**src/hdl/ils_pkg.sv**
```systemverilog
// Package for the indexed list store: field widths, request and status codes,
// and the control structs passed between the sequencer and the walk unit.
// No dependencies.
package ils_pkg;

  localparam int OP_W   = 3;
  localparam int POS_W  = 11;
  localparam int WORD_W = 32;
  localparam int ST_W   = 2;

  localparam logic [OP_W-1:0] OP_READ     = 3'd0;
  localparam logic [OP_W-1:0] OP_INS_HEAD = 3'd1;
  localparam logic [OP_W-1:0] OP_INS_TAIL = 3'd2;
  localparam logic [OP_W-1:0] OP_INS_AT   = 3'd3;
  localparam logic [OP_W-1:0] OP_DELETE   = 3'd4;

  localparam logic [ST_W-1:0] ST_DONE  = 2'd0;
  localparam logic [ST_W-1:0] ST_RANGE = 2'd1;
  localparam logic [ST_W-1:0] ST_FULL  = 2'd2;

  localparam logic signed [WORD_W-1:0] READ_MISS = '1;

  typedef struct packed {
    logic start;
    logic up;
    logic step;
    logic put;
    logic rd;
  } walk_cmd_t;

  typedef struct packed {
    logic at_end;
    logic pend;
  } walk_stat_t;

endpackage

```
**src/hdl/ils_if.sv**
```systemverilog
// Handshake channels of the indexed list store: request and response.
// Depends on ils_pkg for the field widths.
interface ils_req_if import ils_pkg::*; ();
  logic                     valid;
  logic                     ready;
  logic [OP_W-1:0]          operation;
  logic [POS_W-1:0]         position;
  logic signed [WORD_W-1:0] value;

  modport source (output valid, output operation, output position, output value,
                  input ready);
  modport sink (input valid, input operation, input position, input value,
                output ready);
endinterface

interface ils_rsp_if import ils_pkg::*; ();
  logic                     valid;
  logic                     ready;
  logic signed [WORD_W-1:0] read_value;
  logic [ST_W-1:0]          status;

  modport source (output valid, output read_value, output status, input ready);
  modport sink (input valid, input read_value, input status, output ready);
endinterface

```
**src/hdl/ils_ctrl.sv**
```systemverilog
// Sequencer of the indexed list store: request decode, length count, the
// walk commands and the response register. Depends on ils_pkg and ils_if.
module ils_ctrl import ils_pkg::*; #(
  parameter int CAPACITY = 1024
) (
  input  logic                     clk,
  input  logic                     rst,
  ils_req_if.sink                  req,
  ils_rsp_if.source                rsp,
  output walk_cmd_t                cmd,
  output logic [$clog2(CAPACITY+1)-1:0] start_idx,
  output logic [$clog2(CAPACITY+1)-1:0] stop_idx,
  output logic signed [WORD_W-1:0] word,
  input  logic signed [WORD_W-1:0] rdata,
  input  walk_stat_t               stat
);

  localparam int LW = $clog2(CAPACITY+1);
  localparam int CW = (LW > POS_W) ? LW : POS_W;

  typedef enum logic [3:0] {
    S_IDLE   = 4'b0001,
    S_RDWAIT = 4'b0010,
    S_SHIFT  = 4'b0100,
    S_FIN    = 4'b1000
  } state_t;

  state_t                   state, state_next;
  logic [LW-1:0]            len, len_next;
  logic                     is_ins, is_ins_next;
  logic signed [WORD_W-1:0] res_value, res_value_next;
  logic [ST_W-1:0]          res_status, res_status_next;
  logic                     out_valid;
  logic signed [WORD_W-1:0] out_value;
  logic [ST_W-1:0]          out_status;
  logic                     load;
  logic                     full;
  logic [CW-1:0]            pos_c;
  logic [CW-1:0]            len_c;

  assign req.ready      = (state == S_IDLE);
  assign rsp.valid      = out_valid;
  assign rsp.read_value = out_value;
  assign rsp.status     = out_status;

  always_comb begin
    pos_c           = CW'(req.position);
    len_c           = CW'(len);
    full            = (len == LW'(CAPACITY));
    cmd             = '0;
    start_idx       = pos_c[LW-1:0];
    stop_idx        = len;
    state_next      = state;
    len_next        = len;
    is_ins_next     = is_ins;
    res_value_next  = res_value;
    res_status_next = res_status;
    load            = 1'b0;
    unique case (state)
      S_IDLE: begin
        if (req.valid) begin
          res_value_next  = '0;
          res_status_next = ST_DONE;
          state_next      = S_FIN;
          unique case (req.operation)
            OP_READ: begin
              if (pos_c < len_c) begin
                cmd.rd     = 1'b1;
                state_next = S_RDWAIT;
              end else begin
                res_value_next  = READ_MISS;
                res_status_next = ST_RANGE;
              end
            end
            OP_INS_HEAD, OP_INS_TAIL: begin
              if (full) begin
                res_status_next = ST_FULL;
              end else begin
                cmd.start   = 1'b1;
                cmd.up      = 1'b1;
                start_idx   = len;
                stop_idx    = (req.operation == OP_INS_HEAD) ? '0 : len;
                is_ins_next = 1'b1;
                state_next  = S_SHIFT;
              end
            end
            OP_INS_AT: begin
              if (pos_c > len_c) begin
                res_status_next = ST_RANGE;
              end else if (full) begin
                res_status_next = ST_FULL;
              end else begin
                cmd.start   = 1'b1;
                cmd.up      = 1'b1;
                start_idx   = len;
                stop_idx    = pos_c[LW-1:0];
                is_ins_next = 1'b1;
                state_next  = S_SHIFT;
              end
            end
            OP_DELETE: begin
              if (pos_c >= len_c) begin
                res_status_next = ST_RANGE;
              end else begin
                cmd.start   = 1'b1;
                start_idx   = pos_c[LW-1:0];
                stop_idx    = len;
                is_ins_next = 1'b0;
                state_next  = S_SHIFT;
              end
            end
            default: begin
            end
          endcase
        end
      end
      S_RDWAIT: begin
        res_value_next = rdata;
        state_next     = S_FIN;
      end
      S_SHIFT: begin
        if (stat.at_end && !stat.pend) begin
          if (is_ins) begin
            cmd.put  = 1'b1;
            len_next = len + LW'(1);
          end else begin
            len_next = len - LW'(1);
          end
          state_next = S_FIN;
        end else begin
          cmd.step = 1'b1;
        end
      end
      S_FIN: begin
        if (!out_valid || rsp.ready) begin
          load       = 1'b1;
          state_next = S_IDLE;
        end
      end
      default: begin
        state_next = S_IDLE;
      end
    endcase
  end

  always_ff @(posedge clk) begin
    if (rst) begin
      state     <= S_IDLE;
      len       <= '0;
      out_valid <= 1'b0;
    end else begin
      state <= state_next;
      len   <= len_next;
      if (load) begin
        out_valid <= 1'b1;
      end else if (rsp.ready) begin
        out_valid <= 1'b0;
      end
    end
  end

  always_ff @(posedge clk) begin
    is_ins     <= is_ins_next;
    res_value  <= res_value_next;
    res_status <= res_status_next;
    if (req.valid && req.ready) begin
      word <= req.value;
    end
    if (load) begin
      out_value  <= res_value;
      out_status <= res_status;
    end
  end

`ifndef ASSERT_OFF
  a_len_cap: assert property (@(posedge clk) disable iff (rst)
    len <= LW'(CAPACITY))
    else $error("list length above capacity");

  a_accept_busy: assert property (@(posedge clk) disable iff (rst)
    (req.valid && req.ready) |=> (state != S_IDLE))
    else $error("accepted word did not start work");

  a_len_hold: assert property (@(posedge clk) disable iff (rst)
    (state != S_SHIFT) |=> (len == $past(len)))
    else $error("length changed outside a shift");

  a_put_clean: assert property (@(posedge clk) disable iff (rst)
    cmd.put |-> (!stat.pend && !cmd.step && stat.at_end))
    else $error("insert write collides with a pending move");

  a_out_load: assert property (@(posedge clk) disable iff (rst)
    (state == S_FIN && (!out_valid || rsp.ready)) |=> out_valid)
    else $error("finished result not presented");
`endif

endmodule

```
**src/flat_wrapper.sv**
```systemverilog
// flat-port wrapper written by rule: the top's interface ports become plain ports
module ils_ctrl_flat import ils_pkg::*;
#(
  parameter int CAPACITY = 1024
)
  (clk, rst, cmd, start_idx, stop_idx, word, rdata, stat, req_valid, req_operation, req_position, req_value, req_ready, rsp_valid, rsp_read_value, rsp_status, rsp_ready);
  ils_req_if req_i ();
  ils_rsp_if rsp_i ();
  input  logic clk;
  input  logic rst;
  output walk_cmd_t cmd;
  output logic [$clog2(CAPACITY+1)-1:0] start_idx;
  output logic [$clog2(CAPACITY+1)-1:0] stop_idx;
  output logic signed [WORD_W-1:0] word;
  input  logic signed [WORD_W-1:0] rdata;
  input  walk_stat_t stat;
  input wire logic [$bits(req_i.valid)-1:0] req_valid;
  input wire logic [$bits(req_i.operation)-1:0] req_operation;
  input wire logic [$bits(req_i.position)-1:0] req_position;
  input wire logic [$bits(req_i.value)-1:0] req_value;
  output wire logic [$bits(req_i.ready)-1:0] req_ready;
  output wire logic [$bits(rsp_i.valid)-1:0] rsp_valid;
  output wire logic [$bits(rsp_i.read_value)-1:0] rsp_read_value;
  output wire logic [$bits(rsp_i.status)-1:0] rsp_status;
  input wire logic [$bits(rsp_i.ready)-1:0] rsp_ready;
  assign req_i.valid = req_valid;
  assign req_i.operation = req_operation;
  assign req_i.position = req_position;
  assign req_i.value = req_value;
  assign req_ready = req_i.ready;
  assign rsp_valid = rsp_i.valid;
  assign rsp_read_value = rsp_i.read_value;
  assign rsp_status = rsp_i.status;
  assign rsp_i.ready = rsp_ready;
  ils_ctrl #(.CAPACITY(CAPACITY)) u_core (.clk(clk), .rst(rst), .req(req_i), .rsp(rsp_i), .cmd(cmd), .start_idx(start_idx), .stop_idx(stop_idx), .word(word), .rdata(rdata), .stat(stat));
endmodule
```
**config.mk**
```make
export PLATFORM = sky130hd
export DESIGN_NAME = ils_ctrl_flat
export DESIGN_NICKNAME = d
export VERILOG_FILES = /design/src/hdl/ils_pkg.sv /design/src/hdl/ils_if.sv /design/src/hdl/ils_ctrl.sv /design/src/flat_wrapper.sv
export SDC_FILE = /design/constraint.sdc
export NUM_CORES = 1
export LEC_CHECK = 0
export BUFFER_PORTS_ARGS = -buffer_cell sky130_fd_sc_hd__buf_2
export CORE_MARGIN = 2
export CORE_UTILIZATION = 54
export DETAILED_ROUTE_END_ITERATION = 10
export PLACE_DENSITY = 0.87
export SKIP_LAST_GASP = 1
export SLEW_MARGIN = 15
export SYNTH_ARGS = -nofsm -noshare
export SYNTH_HDL_FRONTEND = slang
export SYNTH_SLANG_ARGS = --single-unit
```
**constraint.sdc**
```tcl
create_clock -name clk -period 7.2 [get_ports clk]
set_input_delay 0 -clock clk [delete_from_list [all_inputs] [get_ports clk]]
set_output_delay 0 -clock clk [all_outputs]
set_load 0.01 [all_outputs]
```
Yosys cells after proc, flatten, opt, wreduce, memory -nomap -nowiden:

Index checks and enable logic that the tools add are counted.

* register bits: 117
* input bits: 84
* output and inout bits: 95
* word-level logic and storage cells: 97

* $add $sub $neg: 2
* magnitude comparators: 3
* eq/ne operators: 14
* muxes and demuxes: 54
* reduce and logical (&&, ||, !) cells: 15

Operator list (count)
* two-way mux 11 bit: 11
* two-way mux 32 bit: 3
* case mux 32 bit (2 select lines): 1
* case mux 11 bit (2 select lines): 2
* case mux 4 bit (4 select lines): 2
* two-way mux 4 bit: 7
* two-way mux 1 bit: 17
* two-way mux 2 bit: 7
* adder 11 x 1 -> 11 bit, second input constant: 1
* == test 11 bit, second input constant: 1
* greater-or-equal comparator 11 bit: 1
* > comparator 11 bit: 1
* < comparator 11 bit: 1
* subtractor 11 x 1 -> 11 bit, second input constant: 1
* case mux 2 bit (4 select lines): 1
* == test 3 x 2 -> 1 bit, second input constant: 2
* != test 2 bit, second input constant: 3
* case mux 1 bit (3 select lines): 2
* AND reduction 2 bit: 3
* AND reduction 5 bit: 1
* == test 4 x 1 -> 1 bit, second input constant: 1
* == test 4 x 2 -> 1 bit, second input constant: 1
* == test 4 x 3 -> 1 bit, second input constant: 1
* == test 4 bit, second input constant: 1
* other kinds (12): 16

Logic depth before layout (Yosys ltp):

Gate-level depths: netlist of the first run.

* depth after elaboration: 6
* depth in mapped cells: 9
* gate-level depth less buffers: 9

Least setup slack after synthesis of the first run:

Ideal clock, no wire load.

* path kind: flip-flop to flip-flop
* from: register u_core.state[1]
* to: register u_core.out_value[0] (netlist: u_core.rsp.read_value[0]) (enable)
* library setup time: 429 ps
* arrival time: 2397 ps
* required time: 6771 ps
* setup slack: 4373 ps
* cell stages (with the launch flop): 5
* buffers on the path: 0
* clock period less this slack: 2827 ps
* cell sequence: dfxtp_1 nor2_1 nand2_1 or2_2 nor2b_1

* cells in the longest elaborated chain, start to end: 2

RTL lines
* from (decl): line ils_ctrl.sv:28 `state_t state, state_next;`
* from (signal assigned): line ils_ctrl.sv:152 `state <= state_next;`
* == test 4 bit: line ils_ctrl.sv:59 `unique case (state)`
* two-way mux 1 bit: line ils_ctrl.sv:59
* via u_core.load: line ils_ctrl.sv:36 `logic load;`
* to (signal assigned): line ils_ctrl.sv:170 `out_value <= res_value;`
* to (decl): line ils_ctrl.sv:34 `logic signed [WORD_W-1:0] out_value;`

The timed path passes the listed nets, and every way through them passes these cells.
A chain may end at the register's enable or synchronous reset.

Final worst setup path of the first run:

* from: register u_core.len[8]
* to: output port stop_idx[6]

* cells in the longest elaborated chain, start to end: 6
* elaborated cells between the ends (all ways): 8
* classes of those cells: 1 x order compare; 1 x eq/ne; 6 x mux

RTL lines
* from (decl): line ils_ctrl.sv:29 `logic [LW-1:0] len, len_next;`
* from (signal assigned): line ils_ctrl.sv:153 `len <= len_next;`
* parallel branches: the longest is 3 deep, another holds > comparator 11 bit
* case mux 11 bit (2 select lines) *: line ils_ctrl.sv:65 `unique case (req.operation)`
* two-way mux 11 bit *: line ils_ctrl.sv:61 `if (req.valid) begin`
* two-way mux 11 bit *: line ils_ctrl.sv:59
* to (decl): line flat_wrapper.sv:13 `output logic [$clog2(CAPACITY+1)-1:0] stop_idx;`

Every way passes the cells marked *.

==> results of run 1 <==
power groups by stage:
stage	Clock [W]	Sequential (W)	Combinational, W
after floorplan	0	0.000816	0.0000686
after global placement	0	0.000808	0.000136
after detailed placement	0	0.000811	0.000141
after CTS	0.000836	0.000797	0.000174
after global routing	0.000880	0.000803	0.000195
final	0.000844	0.000800	0.000183
state kept, by name (all words and copies together) (netlist names):
name / cells
u_core.word: 32
u_core.rsp.status: 2
u_core.rsp.read_value: 32
u_core.state: 4
u_core.rsp.valid: 1
u_core.len: 11
u_core.is_ins: 1
u_core.res_status: 2
u_core.res_value: 32
timing repair:
item	CTS	global route
hold buffers	72	0
endpoints found under the hold margin	82	0
setup buffers	0	0
kinds of logic (layout without fill, tap and decap cells):
kind of cell / Yosys count / after routing / share of synthesized area (%)
compound gates: 118 / 118 / 16.5
mux: 2 / 2 / 0.502
simple gates: 86 / 86 / 9.54
fa+ha+maj: 21 / 21 / 5.16
flops: 117 / 117 / 64.1
other cells: 0 / 1 / 0
xor+xnor: 9 / 9 / 1.51
buf+inv: 33 / 304 / 2.70
worst reg2reg max path, stage by stage, from the launching register on:
cell and delay (ns):
sky130_fd_sc_hd__dfxtp_1 0.44, sky130_fd_sc_hd__inv_1 0.07, sky130_fd_sc_hd__ha_1 0.31, sky130_fd_sc_hd__nand4_1 0.15, sky130_fd_sc_hd__a21oi_1 0.23, sky130_fd_sc_hd__o21ba_4 0.23, sky130_fd_sc_hd__nor2_1 0.09, sky130_fd_sc_hd__nor4_4 0.77
sky130_fd_sc_hd__buf_4 0.39, sky130_fd_sc_hd__a21o_1 0.16
area by class of cell:
cell class / instances / area (sq um)
Antenna cell: 1 / 2.50
Clock buffer: 17 / 414
Clock inverter: 15 / 170
Fill cell: 463 / 1760
Inverter: 19 / 71.3
Multi-Input combinational cell: 236 / 1770
Sequential cell: 117 / 3350
Tap cell: 129 / 161
Timing Repair Buffer: 253 / 1630
how the worst min path moves through the flow:
stage	from	endpoint	slack, ns
after detailed placement	req_value[22]	u_core.word[22]$_DFFE_PP_	0.18
after floorplan	req_value[0]	u_core.word[0]$_DFFE_PP_	0.1
after global placement	req_value[18]	u_core.word[18]$_DFFE_PP_	0.18
final	req_operation[1]	u_core.is_ins$_SDFFCE_PN0P_	0.09
after CTS	req_operation[1]	u_core.is_ins$_SDFFCE_PN0P_	0.05
after global routing	req_operation[1]	u_core.state[3]$_SDFFE_PP0P_	0.07
layout by cell type (no fill, tap or decap), types with 4 or more instances in the layout:
master                          synthesis  routed
sky130_fd_sc_hd__a211oi_1               6       6
sky130_fd_sc_hd__a21o_1                34      34
sky130_fd_sc_hd__a21oi_1               19      19
sky130_fd_sc_hd__a22o_1                18      18
sky130_fd_sc_hd__a31oi_1                4       4
sky130_fd_sc_hd__buf_2                  5     178
sky130_fd_sc_hd__clkbuf_16              0      16
sky130_fd_sc_hd__clkinv_4               0       4
sky130_fd_sc_hd__dfxtp_1               16      16
sky130_fd_sc_hd__dlygate4sd3_1          0      72
sky130_fd_sc_hd__edfxtp_1             101     101
sky130_fd_sc_hd__ha_1                  20      20
sky130_fd_sc_hd__inv_1                 18      18
sky130_fd_sc_hd__inv_6                  0       4
sky130_fd_sc_hd__nand2_1               16      16
sky130_fd_sc_hd__nand3_1                6       6
sky130_fd_sc_hd__nand4_1                5       5
sky130_fd_sc_hd__nor2_1                25      25
sky130_fd_sc_hd__nor2b_1                5       4
sky130_fd_sc_hd__o211ai_1               4       4
sky130_fd_sc_hd__o21ai_0               11      11
sky130_fd_sc_hd__or3_1                  4       4
sky130_fd_sc_hd__xnor2_1                8       8
layer usage:
layer  global-route usage, %  routed length (um)  share of wire, %  vias to the layer above
li1                        -                   -                 -                     2016
met1                    36.2                6050                37                     2201
met2                    54.7                8240                51                      290
met3                    7.93                1230               7.6                       69
met4                    13.8                 691               4.3                        0
met5                       0                   0                 0                        -
stage by stage:
stage / total power [W] / utilization (%)
after floorplan: 0.000885 / -
after CTS: 0.00181 / 81.2
after global placement: 0.000944 / 67.2
after detailed placement: 0.000951 / 67.2
final: 0.00183 / 81.2
after global routing: 0.00188 / 81.2
==> impl_summary.md, run 1 <==
Run status
The flow ran to the end, and the final reports show no timing, DRC or antenna violations.

STA
Static timing analysis puts the maximum clock frequency at 306 MHz. The number of max-slew violations in the final report is 0. Hold timing on the final database bottoms out at a slack of 0.0926 ns. The number of endpoints with negative hold slack in the final report is 0. The minimum period implied by the final worst setup slack is 3.27 ns. The share of the clock period used by the worst path after layout is between 40 and 50%. The setup TNS is 0 ns. The post-route clock skew is 0.00906 ns. Setup repair after global routing left no endpoint under its margin.

The relative slew slack is roughly 36%. Setup violations remaining at the end of the flow were counted as 0. After layout, the worst setup slack is roughly 3.9 ns. The transition time of the tightest slew-check pin is between 0.9 and 1 ns.

Clock tree
The clock latency reported for the late side of the worst-skew pair is approximately 0.52 ns. Post-CTS repair changed the size of 0 cells. The number of clock buffers inserted by TritonCTS is 17.

The buffer type at the clock tree root is sky130_fd_sc_hd__clkbuf_8. The tree built by TritonCTS fans out to ~120 sinks. The clock-pin slew on the worst setup and hold paths is 0.06 ns. The total number of H-tree levels is 4. TritonCTS built the clock tree. The maximum buffer depth of the clock tree is 2.

Yosys
The count of yosys warnings during synthesis is 0. After synthesis, flip-flops and latches occupy between 60% and 70% of the total area. The number of synthesized register bits is about 120. In this run, synthesis inferred 101 flip-flops with an integrated enable. By instance count, the leading cell after synthesis is sky130_fd_sc_hd__edfxtp_1. The netlist area before placement is approximately 5200 sq um.

When the netlist entered floorplanning its net count stood at approximately 490. Yosys attributes the largest share of cell area to sky130_fd_sc_hd__edfxtp_1 58%, sky130_fd_sc_hd__dfxtp_1 6.1%, sky130_fd_sc_hd__a21o_1 4.9%, sky130_fd_sc_hd__ha_1 4.8%, sky130_fd_sc_hd__a22o_1 3.0%. The commonest cells after synthesis are 101 x sky130_fd_sc_hd__edfxtp_1, 34 x sky130_fd_sc_hd__a21o_1, 25 x sky130_fd_sc_hd__nor2_1. The top cell type's share of synthesized area is 57.9%.

The dominant cell type by area after synthesis is sky130_fd_sc_hd__edfxtp_1. After synthesis, the share of flip-flops with an asynchronous set or reset is 0%. The mean cell area of the mapped netlist is between 10 and 15 sq um. Counting every instance in the synthesized netlist gives about 390. For this run, the leading register cell type out of synthesis is sky130_fd_sc_hd__edfxtp_1.

The number of different library cells in the post-synthesis netlist is 63.

Setup path
The slowest stage of the critical path is the sky130_fd_sc_hd__nand4_1 cell. The critical path is of the flip-flop to primary output type. For flop-to-flop paths, the worst setup slack is 4.22 ns. The critical path's top delay family is compound AO/OA/AOI/OAI gates. Counting cells, the worst reg-to-reg path comes to 9. The worst setup path is launched from a flip-flop. The worst register-to-register path ends at u_core.res_value[10]$_DFFE_PP_. The critical path ends at stop_idx[6]. The critical path crosses 8 cells after its start point. The critical path goes through inv_1, ha_1, a211oi_1, o21bai_2, o211ai_1, nand4_1, a22o_1, buf_2. The buffers plus inverters on the worst setup path is 2. The stage delay of the slowest cell on the critical path is roughly 0.5 ns.

The worst endpoint data arrival time is 3.27 ns. In this run the worst path has a maximum fanout of 8. The launch point of the worst path is u_core.len[8]$_SDFFE_PP0P_. The startpoint identified for the worst register-to-register timing path is u_core.len[4]$_SDFFE_PP0P_. The kind of end point of the critical path is a primary output.

The required time at the worst-slack endpoint is 7.20 ns.

Routing
The wire length per cell is roughly 20 um. The via count is 4,576. The first-pass detailed-route iteration total is 6. After detailed routing, the number of remaining DRC violations is 0.

The count of nets left with antenna violations once routing finished came out at 0. The first routing iteration left approximately 390 violations. The routed design has ~16,000 um of wire.

In the routed layout, each cell is associated on average with a via count of roughly 5.8.

Placement
The count of placed standard cells including taps is 682. The setup slack after placement is between 4 and 5 ns. Summed over all nets, the half-perimeter wirelength after detailed placement is approximately 8900 um.

The placer's final routability congestion estimate is between 0.9 and 1. The area after detailed placement is roughly 6300 sq um. Input and output buffers added on the ports amount to approximately 180.

Cells and area
The area growth from synthesis to layout is 44.6%. The share of layout cells above drive strength 1 is between 30 and 40%. The finished cells cover between 7000 and 8000 sq um.

The final net count is roughly 750. The finished layout holds between 700 and 800 standard cells, fillers aside.

Global routing
The initial antenna violation count came to 1. The first global-routing pass estimated about 24,000 um of wire. Entering global routing, the biggest net connects 36 pins. The number of global-route vias before repair is roughly 4.5k. The aggregate global routing overflow is 0. The overall track demand over capacity in global routing is a little under a third.

Power and ir drop
The internal power consumption is around 0.0014 W. IR analysis of the VDD net gives a maximum drop of roughly 190 uV. In this run the static leakage power is around 3.4 nW.

The proportion of power drawn by flip-flops and latches is 43.8%. The switching component of the power is 0.000457 W. Net switching is 25.0% of the power.

The fraction of power consumed by combinational cells is around a tenth. The proportion of power drawn by the clock network is a little under half. The power per cell area is 241 nW/um^2.

Floorplan
The floorplan step defined a die boundary enclosing approximately 10,000 sq um. The number of rows in the core area is 35. The width of the die is 102 um. The die is 102 um tall. During I/O placement, the number of pins put on the boundary was roughly 180. The initial core utilization is a little under three fifths. The total core area is a little over 9000 sq um.

Flow run
The max-cap check violation count is 0.

Hold path
Counting instances, the worst hold path has a depth of 3. The worst hold path belongs to the class input pin to flip-flop.
Note: power is estimated with default switching activity, not from simulation.
==> run 2, diff against run 1 <==
CORE_UTILIZATION = 45   (was 54)
PLACE_DENSITY = 0.78   (was 0.87)
clock period = 2.7 ns   (was 7.2 ns; I/O delays follow)
==> impl_summary.md, run 2 (synthesis gave the netlist of run 1 again) <==
Routing
The wire length per cell is 18.6 um (-9.6%). The number of design-rule violations left by the first detailed-router iteration is 428 (+11%). The vias per cell is 5.43 (-6.6%). The post-route antenna net violation count is 0 (unchanged). The first-pass detailed-route iteration total came to 5 (-1). The remaining routing DRC violations is 0 (unchanged). The routed wire length is 15,400 um (-5.2%). The via count is 4,478 (-2.1%).

Placement
The count of placed standard cells including taps is 705 (+3.4%). The detailed placer's ending HPWL is 9420 um (+6.0%). The placer's final routability congestion estimate is 0.926 (+0.37%). The port buffer count is 178 (unchanged).

Flow run
The max-cap check violation count is 0 (unchanged).

Setup path
The most numerous cell type found on the critical path is sky130_fd_sc_hd__or3_4. The origin of the critical flop-to-flop path is u_core.is_ins$_SDFFCE_PN0P_. In this run the critical register-to-register path is captured at u_core.len[10]$_SDFFE_PP0P_. The stage delay of the slowest cell on the critical path is 0.46 ns (-0.03 ns). The worst setup path is launched from a flip-flop. The setup slack on the worst flop-to-flop path was 0.14 ns (-4.08 ns). The critical path is of the flip-flop to primary output type. The required time at the worst-slack endpoint was 2.70 ns (-4.50 ns).

The kind of cell with the highest combined delay along the critical path is simple AND/OR/NAND/NOR gates. The worst endpoint data arrival time was 2.72 ns (-0.55 ns). The buffers plus inverters on the worst setup path came to 2 (unchanged). The logic depth of the worst register-to-register path is 8 (-1). The worst setup path is captured at a primary output. Walking the worst path, the cells encountered are inv_2, ha_4, nand4_1, or3_4, o2111a_2, or3_4, mux2_4, buf_6. The maximum fanout along the worst path came to 6 (-2).

The slowest cell on the critical path is sky130_fd_sc_hd__or3_4.

Global routing
The largest net degree at the start of global routing is 36 (unchanged). The first-pass GRT wire length is 23,100 um (-4.1%). The aggregate global routing overflow is 0 (unchanged). The number of global-route vias before repair is 4,418 (-1.4%). The initial antenna violation count came to 0 (-1). The overall track demand over capacity in global routing is 23.9% (-7.4 points).

Cells and area
The core utilization of the finished layout is 69.9% (-11 points). The share of layout cells above drive strength 1 was 42.8% (+7.0 points). The top cell types in the final layout, fill and taps aside, are 177 x sky130_fd_sc_hd__buf_2, 101 x sky130_fd_sc_hd__edfxtp_1, 68 x sky130_fd_sc_hd__dlygate4sd3_1, 34 x sky130_fd_sc_hd__a21o_1, 28 x sky130_fd_sc_hd__buf_4. The diode insertion count for antenna repair is 0 (-1). The area overhead of the layout relative to synthesis is 51.9%. The area of all sequential standard cells is 3370 sq um (+0.63%). The final net count came to 774 (+3.3%). The layout filler cell count was 739 (+60%). The number of standard cells in the final layout excluding fillers is 825 (+4.8%).

The area of the multi-input gates is 1930 sq um (+9.4%). The library cell used most frequently in the layout, excluding fill and tap cells, is sky130_fd_sc_hd__buf_2.

Power and ir drop
The proportion of power drawn by the clock network is 44.3% (-1.9 points). The proportion of power drawn by flip-flops and latches was 44.8% (+1.0 points). The switching component of the power came to 0.00114 W (+150%). The share of total power consumed by net switching is 24.0% (-1.0 points). The fraction of power consumed by combinational cells is 10.9% (+0.9 points).

The worst supply voltage drop on vdd came to 525 uV (+170%). The power per cell area came to 596 nW/um^2 (+150%). The leakage power of the design is 3.49 nW (+3.8%). The internal power consumption was 0.00360 W (+160%). The total power after layout is 0.00474 W (+160%).

Hold path
The start point of the worst min-delay path is stat[1]. The end of the worst hold path is u_core.state[2]$_SDFFE_PP0P_. The cell count of the worst hold path is 4 (+1). The min-delay analysis places its worst path in the category input pin to flip-flop.

Clock tree
The total clock sinks is 117 (unchanged). The clock-pin slew on the worst setup and hold paths came to 0.06 ns (about the same). The total number of H-tree levels was 4 (unchanged). The clock latency reported for the late side of the worst-skew pair is 0.41 ns (-0.11 ns). The number of clock buffers inserted by TritonCTS came to 17 (unchanged).

The clock tree from TritonCTS is yes. The maximum buffer depth of the clock tree is 2 (unchanged). The buffer type at the clock tree root is sky130_fd_sc_hd__clkbuf_16.

STA
The final worst slack is -0.0226 ns (-3.95 ns). The transition time of the tightest slew-check pin is 0.573 ns (-0.387 ns). The setup TNS was -0.0226 ns (-0.0226 ns). The relative slew slack was 61.6% (+26 points). The number of setup violations in the final report was 1 (+1).

The number of endpoints with negative hold slack in the final report was 0 (unchanged). The minimum period implied by the final worst setup slack is roughly 2.7 ns. The worst-case hold slack came to 0.0528 ns (-0.0399 ns). Setup repair after global routing could not meet its margin everywhere. After layout, the worst path uses 101% of the clock period. The post-route clock skew is 0.0103 ns (+0.00127 ns). The number of max-slew violations in the final report is 0 (unchanged).

The maximum frequency from static timing analysis is 367 MHz.

Run status
The checks that failed: setup timing. The run finished, with violations left.

Floorplan
The total core area is 11,400 sq um (+22%). The number of rows in the core area was 39 (+11%). The top-level I/O count is 179 (unchanged). The initial core utilization is 46.0% (-10 points). The die outline area is 12,500 sq um (+19%). The width of the die is 112 um (+9.2%). The vertical die dimension is 112 um (+9.2%).
-- run 2: cell count changes in the layout (fill, tap and decap cells not counted), sizes merged --
cell / change
buf: +28
clkinvlp: +7
or3: +1
clkinv: -3
dlygate4sd3: -4
inv: -3
diode: -1
bufinv: -1
-- run 2: worst max path at each step --
| stage | end | slack [ns] | cells past startpoint | startpoint |
|---|---|---|---|---|
| after floorplan | u_core.res_value[0]$_DFFE_PP_ | 0.02 | 5 | u_core.state[3]$_SDFFE_PP0P_ |
| after global placement | start_idx[8] | 0.20 | 9 | u_core.len[4]$_SDFFE_PP0P_ |
| after detailed placement | start_idx[8] | 0.13 | 8 | u_core.len[9]$_SDFFE_PP0P_ |
| after CTS | start_idx[8] | -0.005 | 9 | u_core.len[4]$_SDFFE_PP0P_ |
| after global routing | start_idx[8] | -0.09 | 8 | u_core.len[4]$_SDFFE_PP0P_ |
| final | start_idx[8] | -0.02 | 8 | u_core.len[3]$_SDFFE_PP0P_ |
-- run 2: routing by layer --
layer  track usage (%)  vias up  wire [um]
li1                  -     2057          -
met5                 0        -          0
met3              7.29       37       1230
met4              7.98        0        387
met2              39.5      277       7570
met1              30.0     2107       6180
-- run 2: final cells by class --
cell class / count / area share, %
inverter: 19 / 0.928
clock inverter: 15 / 1.64
multi-input combinational: 237 / 24.3
tap: 143 / 2.25
clock buffer: 17 / 5.35
timing repair buffer: 277 / 23.1
sequential: 117 / 42.4
-- run 2: timing repair --
item / CTS / global route
endpoints found under the hold margin: 74 / 0
pin swaps: 12 / 9
setup buffers: 12 / 7
hold buffers: 68 / 0
resized for setup: 22 / 21
gates cloned: 1 / 0
setup endpoints to repair: 22 / 22
-- run 2: per-stage QoR --
step | worst slack (ns) | cell area [sq um]
final | -0.0226 | 7950
after global routing | -0.0874 | 7950
after CTS | -0.00466 | 7790
after detailed placement | 0.133 | 6370
after global placement | 0.196 | 6370
after floorplan | 0.0167 | 5240
-- run 2: tightest hold or removal path, stage by stage --
cell	delay (ns)
sky130_fd_sc_hd__buf_2	0.08
sky130_fd_sc_hd__nand2b_1	0.10
sky130_fd_sc_hd__nand2_1	0.12
sky130_fd_sc_hd__a31oi_1	0.10
-- run 2: power by group through the flow --
stage	combinational, W	clock (W)	sequential, W
final	0.000517	0.00210	0.00212
after global routing	0.000554	0.00223	0.00213
after CTS	0.000489	0.00210	0.00212
after detailed placement	0.000391	0	0.00216
after global placement	0.000383	0	0.00216
after floorplan	0.000183	0	0.00218
==> run 3, diff against run 2 <==
CORE_ASPECT_RATIO = 0.7   (was default)
==> impl_summary.md, run 3 (synthesis gave the netlist of run 1 again) <==
Setup path
The required time at the worst-slack endpoint was 2.70 ns (about the same). The maximum fanout along the worst path came to 6 (unchanged). Tracing the worst setup path back leads to its startpoint at u_core.len[5]$_SDFFE_PP0P_. The launching element type of the critical path is a flip-flop. The worst register-to-register path ends at u_core.len[10]$_SDFFE_PP0P_. The worst setup path is captured at a primary output.

The logic depth of the worst register-to-register path is 9 (+1). In this run the critical register-to-register path is launched from u_core.is_ins$_SDFFCE_PN0P_. The worst endpoint data arrival time is 2.77 ns (+0.05 ns).

The setup slack on the worst flop-to-flop path came to 0.15 ns (about the same). The worst setup path is of the flip-flop to primary output kind.

Placement
The setup slack after placement is 0.0945 ns (-0.0384 ns). The area after detailed placement is 6400 sq um (+0.35%). The placer's final routability congestion estimate is 1.00 (+8.3%). The port buffer count is 178 (unchanged). The count of placed standard cells including taps was 718 (+1.8%). The detailed placer's ending HPWL came to 10,000 um (+6.2%).

Global routing
The number of global-route vias before repair is 4,318 (-2.3%). In this run the most used layer during global routing was met2. The met1 global-route usage is 32.4% (+2.4 points). The largest net degree at the start of global routing is 36 (unchanged).

The met2 capacity usage during global routing is 43.0% (+3.5 points). The first-pass GRT wire length was 23,900 um (+3.7%). The aggregate global routing overflow is 0 (unchanged).

The overall track demand over capacity in global routing is 25.7% (+1.8 points). The met3 usage was 7.34% (+0.041 points). The initial antenna violation count is 0 (unchanged).

Clock tree
The number of clock buffers inserted by TritonCTS came to 17 (unchanged). The clock-pin slew on the worst setup and hold paths is 0.06 ns (about the same). The clock latency reported for the late side of the worst-skew pair is 0.41 ns (about the same). The maximum buffer depth of the clock tree is 2 (unchanged). The clock tree from TritonCTS is yes.

The buffer type at the clock tree root is sky130_fd_sc_hd__clkbuf_16. The total clock sinks was 117 (unchanged). The total number of H-tree levels is 4 (unchanged).

Routing
The wire length per cell was 19.3 um (+3.4%). The routed wire length is 16,000 um (+4.3%). The vias per cell is 5.42 (-0.15%). The remaining routing DRC violations came to 0 (unchanged).

The number of design-rule violations left by the first detailed-router iteration is 341 (-20%). The first-pass detailed-route iteration total is 5 (unchanged). The via count is 4,509 (+0.69%).

The post-route antenna net violation count is 0 (unchanged).

STA
The share of the clock period used by the worst path after layout is 103% (+1.7 points). The relative slew slack is 66.4% (+4.8 points). The minimum period implied by the final worst setup slack came to 2.77 ns (+0.0452 ns). The number of setup violations in the final report is 2 (+1). The number of max-slew violations in the final report is 0 (unchanged). The post-route clock skew is 0.00984 ns (-0.000487 ns).

The final worst slack was -0.0678 ns (-0.0452 ns). The setup TNS came to -0.0755 ns (-0.0529 ns). The transition time of the tightest slew-check pin is 0.504 ns (-0.0697 ns).

Setup repair after global routing could not meet its margin everywhere. The maximum frequency from static timing analysis was 361 MHz (-1.6%). The number of endpoints with negative hold slack in the final report came to 0 (unchanged).

Run status
The flow ran to the end, but the final reports show violations. The final reports fail on setup timing.

Hold path
In this run the most critical hold path is launched from req_operation[2]. The path type of the worst min-delay path is input pin to flip-flop. The cell count of the worst hold path is 3 (-1). The end of the worst hold path is u_core.state[3]$_SDFFE_PP0P_.

Cells and area
The diode insertion count for antenna repair is 0 (unchanged). The number of standard cells in the final layout excluding fillers is 832 (+0.85%). From synthesis to final layout, the design area changed by 52.2%. The layout filler cell count is 734 (-0.68%). The leading cell type in the layout, fill and taps excluded is sky130_fd_sc_hd__buf_2.

The final non-filler cell area is 7970 sq um (+0.16%). The share of layout cells above drive strength 1 is 42.6% (-0.25 points). The top cell types in the final layout, fill and taps aside, are 176 x sky130_fd_sc_hd__buf_2, 101 x sky130_fd_sc_hd__edfxtp_1, 67 x sky130_fd_sc_hd__dlygate4sd3_1, 34 x sky130_fd_sc_hd__a21o_1, 28 x sky130_fd_sc_hd__buf_4. The core utilization of the finished layout is 71.3% (+1.4 points). The final net count is 771 (-0.39%).

Flow run
The max-cap check violation count was 0 (unchanged).

Floorplan
The initial core utilization is 46.9% (+0.82 points). The number of rows in the core area is 32 (-18%). The top-level I/O count is 179 (unchanged). The width of the die is 133 um (+19%).

The die outline area is 12,500 sq um (+0.11%). The total core area is 11,200 sq um (-1.8%). The vertical die dimension is 94.2 um (-16%).

Power and ir drop
The leakage power of the design was 3.52 nW (+0.90%). The worst supply voltage drop on vdd is 443 uV (-16%). The power per cell area was 638 nW/um^2 (+7.1%).
-- run 3: cell types whose count changed in the layout (fill, tap and decap cells not counted), moves of 2 or more --
cell / change
sky130_fd_sc_hd__inv_2: +2
sky130_fd_sc_hd__ha_4: -2
sky130_fd_sc_hd__dfxtp_4: -2
sky130_fd_sc_hd__clkinvlp_4: -7
sky130_fd_sc_hd__dfxtp_2: +2
sky130_fd_sc_hd__inv_6: +2
sky130_fd_sc_hd__bufinv_16: +3
sky130_fd_sc_hd__clkinv_4: +2
sky130_fd_sc_hd__inv_8: +2
-- run 3: timing repair --
item / 4_1_cts / 5_1_grt
endpoints found under the hold margin: 70 / 0
hold buffers: 67 / 0
buffers inserted: 8 / 6
resized for setup: 21 / 13
setup endpoints to repair: 23 / 25
cloned: 1 / 0
pin swaps: 8 / 11
-- run 3: worst max-delay path, cell delays in order (launching register included) --
cell and delay, ns:
sky130_fd_sc_hd__dfxtp_2 0.36, sky130_fd_sc_hd__inv_2 0.05, sky130_fd_sc_hd__ha_4 0.15, sky130_fd_sc_hd__a211oi_2 0.22, sky130_fd_sc_hd__o21bai_2 0.13, sky130_fd_sc_hd__o21ba_4 0.21
sky130_fd_sc_hd__o2111a_2 0.31, sky130_fd_sc_hd__or3_4 0.47, sky130_fd_sc_hd__mux2_4 0.33, sky130_fd_sc_hd__buf_6 0.12
-- run 3: per-layer routing --
layer  up-vias  share of wire (%)
met5         -                  0
met4         0                1.7
met3        27                8.6
met2       240                 48
met1      2182                 41
li1       2060                  -
-- run 3: cell type report --
cell class                      instances  area [sq um]  share of cell area [%]
Tap cell                              153           191                    2.40
Clock buffer                           17           425                    5.34
Inverter                               19          71.3                   0.895
Timing Repair Buffer                  274          1800                    22.7
Sequential cell                       117          3370                    42.3
Clock inverter                         15           216                    2.72
Multi-Input combinational cell        237          1890                    23.7
-- run 3: power breakdown --
group	leakage [nW]	internal, W	switching [W]	total [W]
clock	0.313	0.00157	0.000876	0.00245
sequential	1.09	0.00209	0.0000372	0.00213
combinational	2.12	0.000243	0.000266	0.000509
-- run 3: through the flow --
| stage | hold slack (ns) | total power [W] |
|---|---|---|
| 2_1_floorplan | 0.0989 | 0.00236 |
| 3_3_place_gp | 0.179 | 0.00254 |
| 3_5_place_dp | 0.179 | 0.00255 |
| 4_1_cts | 0.0312 | 0.00507 |
| 5_1_grt | 0.0903 | 0.00525 |
| 6_report | 0.0679 | 0.00508 |
-- run 3: how the worst max path moves through the flow --
stage	endpoint	slack (ns)	cells after the start
2_1_floorplan	u_core.res_value[0]$_DFFE_PP_	0.02	5
3_3_place_gp	u_core.len[10]$_SDFFE_PP0P_	0.19	9
3_5_place_dp	u_core.len[10]$_SDFFE_PP0P_	0.09	9
4_1_cts	start_idx[8]	0.0008	9
5_1_grt	start_idx[8]	-0.12	9
6_report	start_idx[8]	-0.07	9
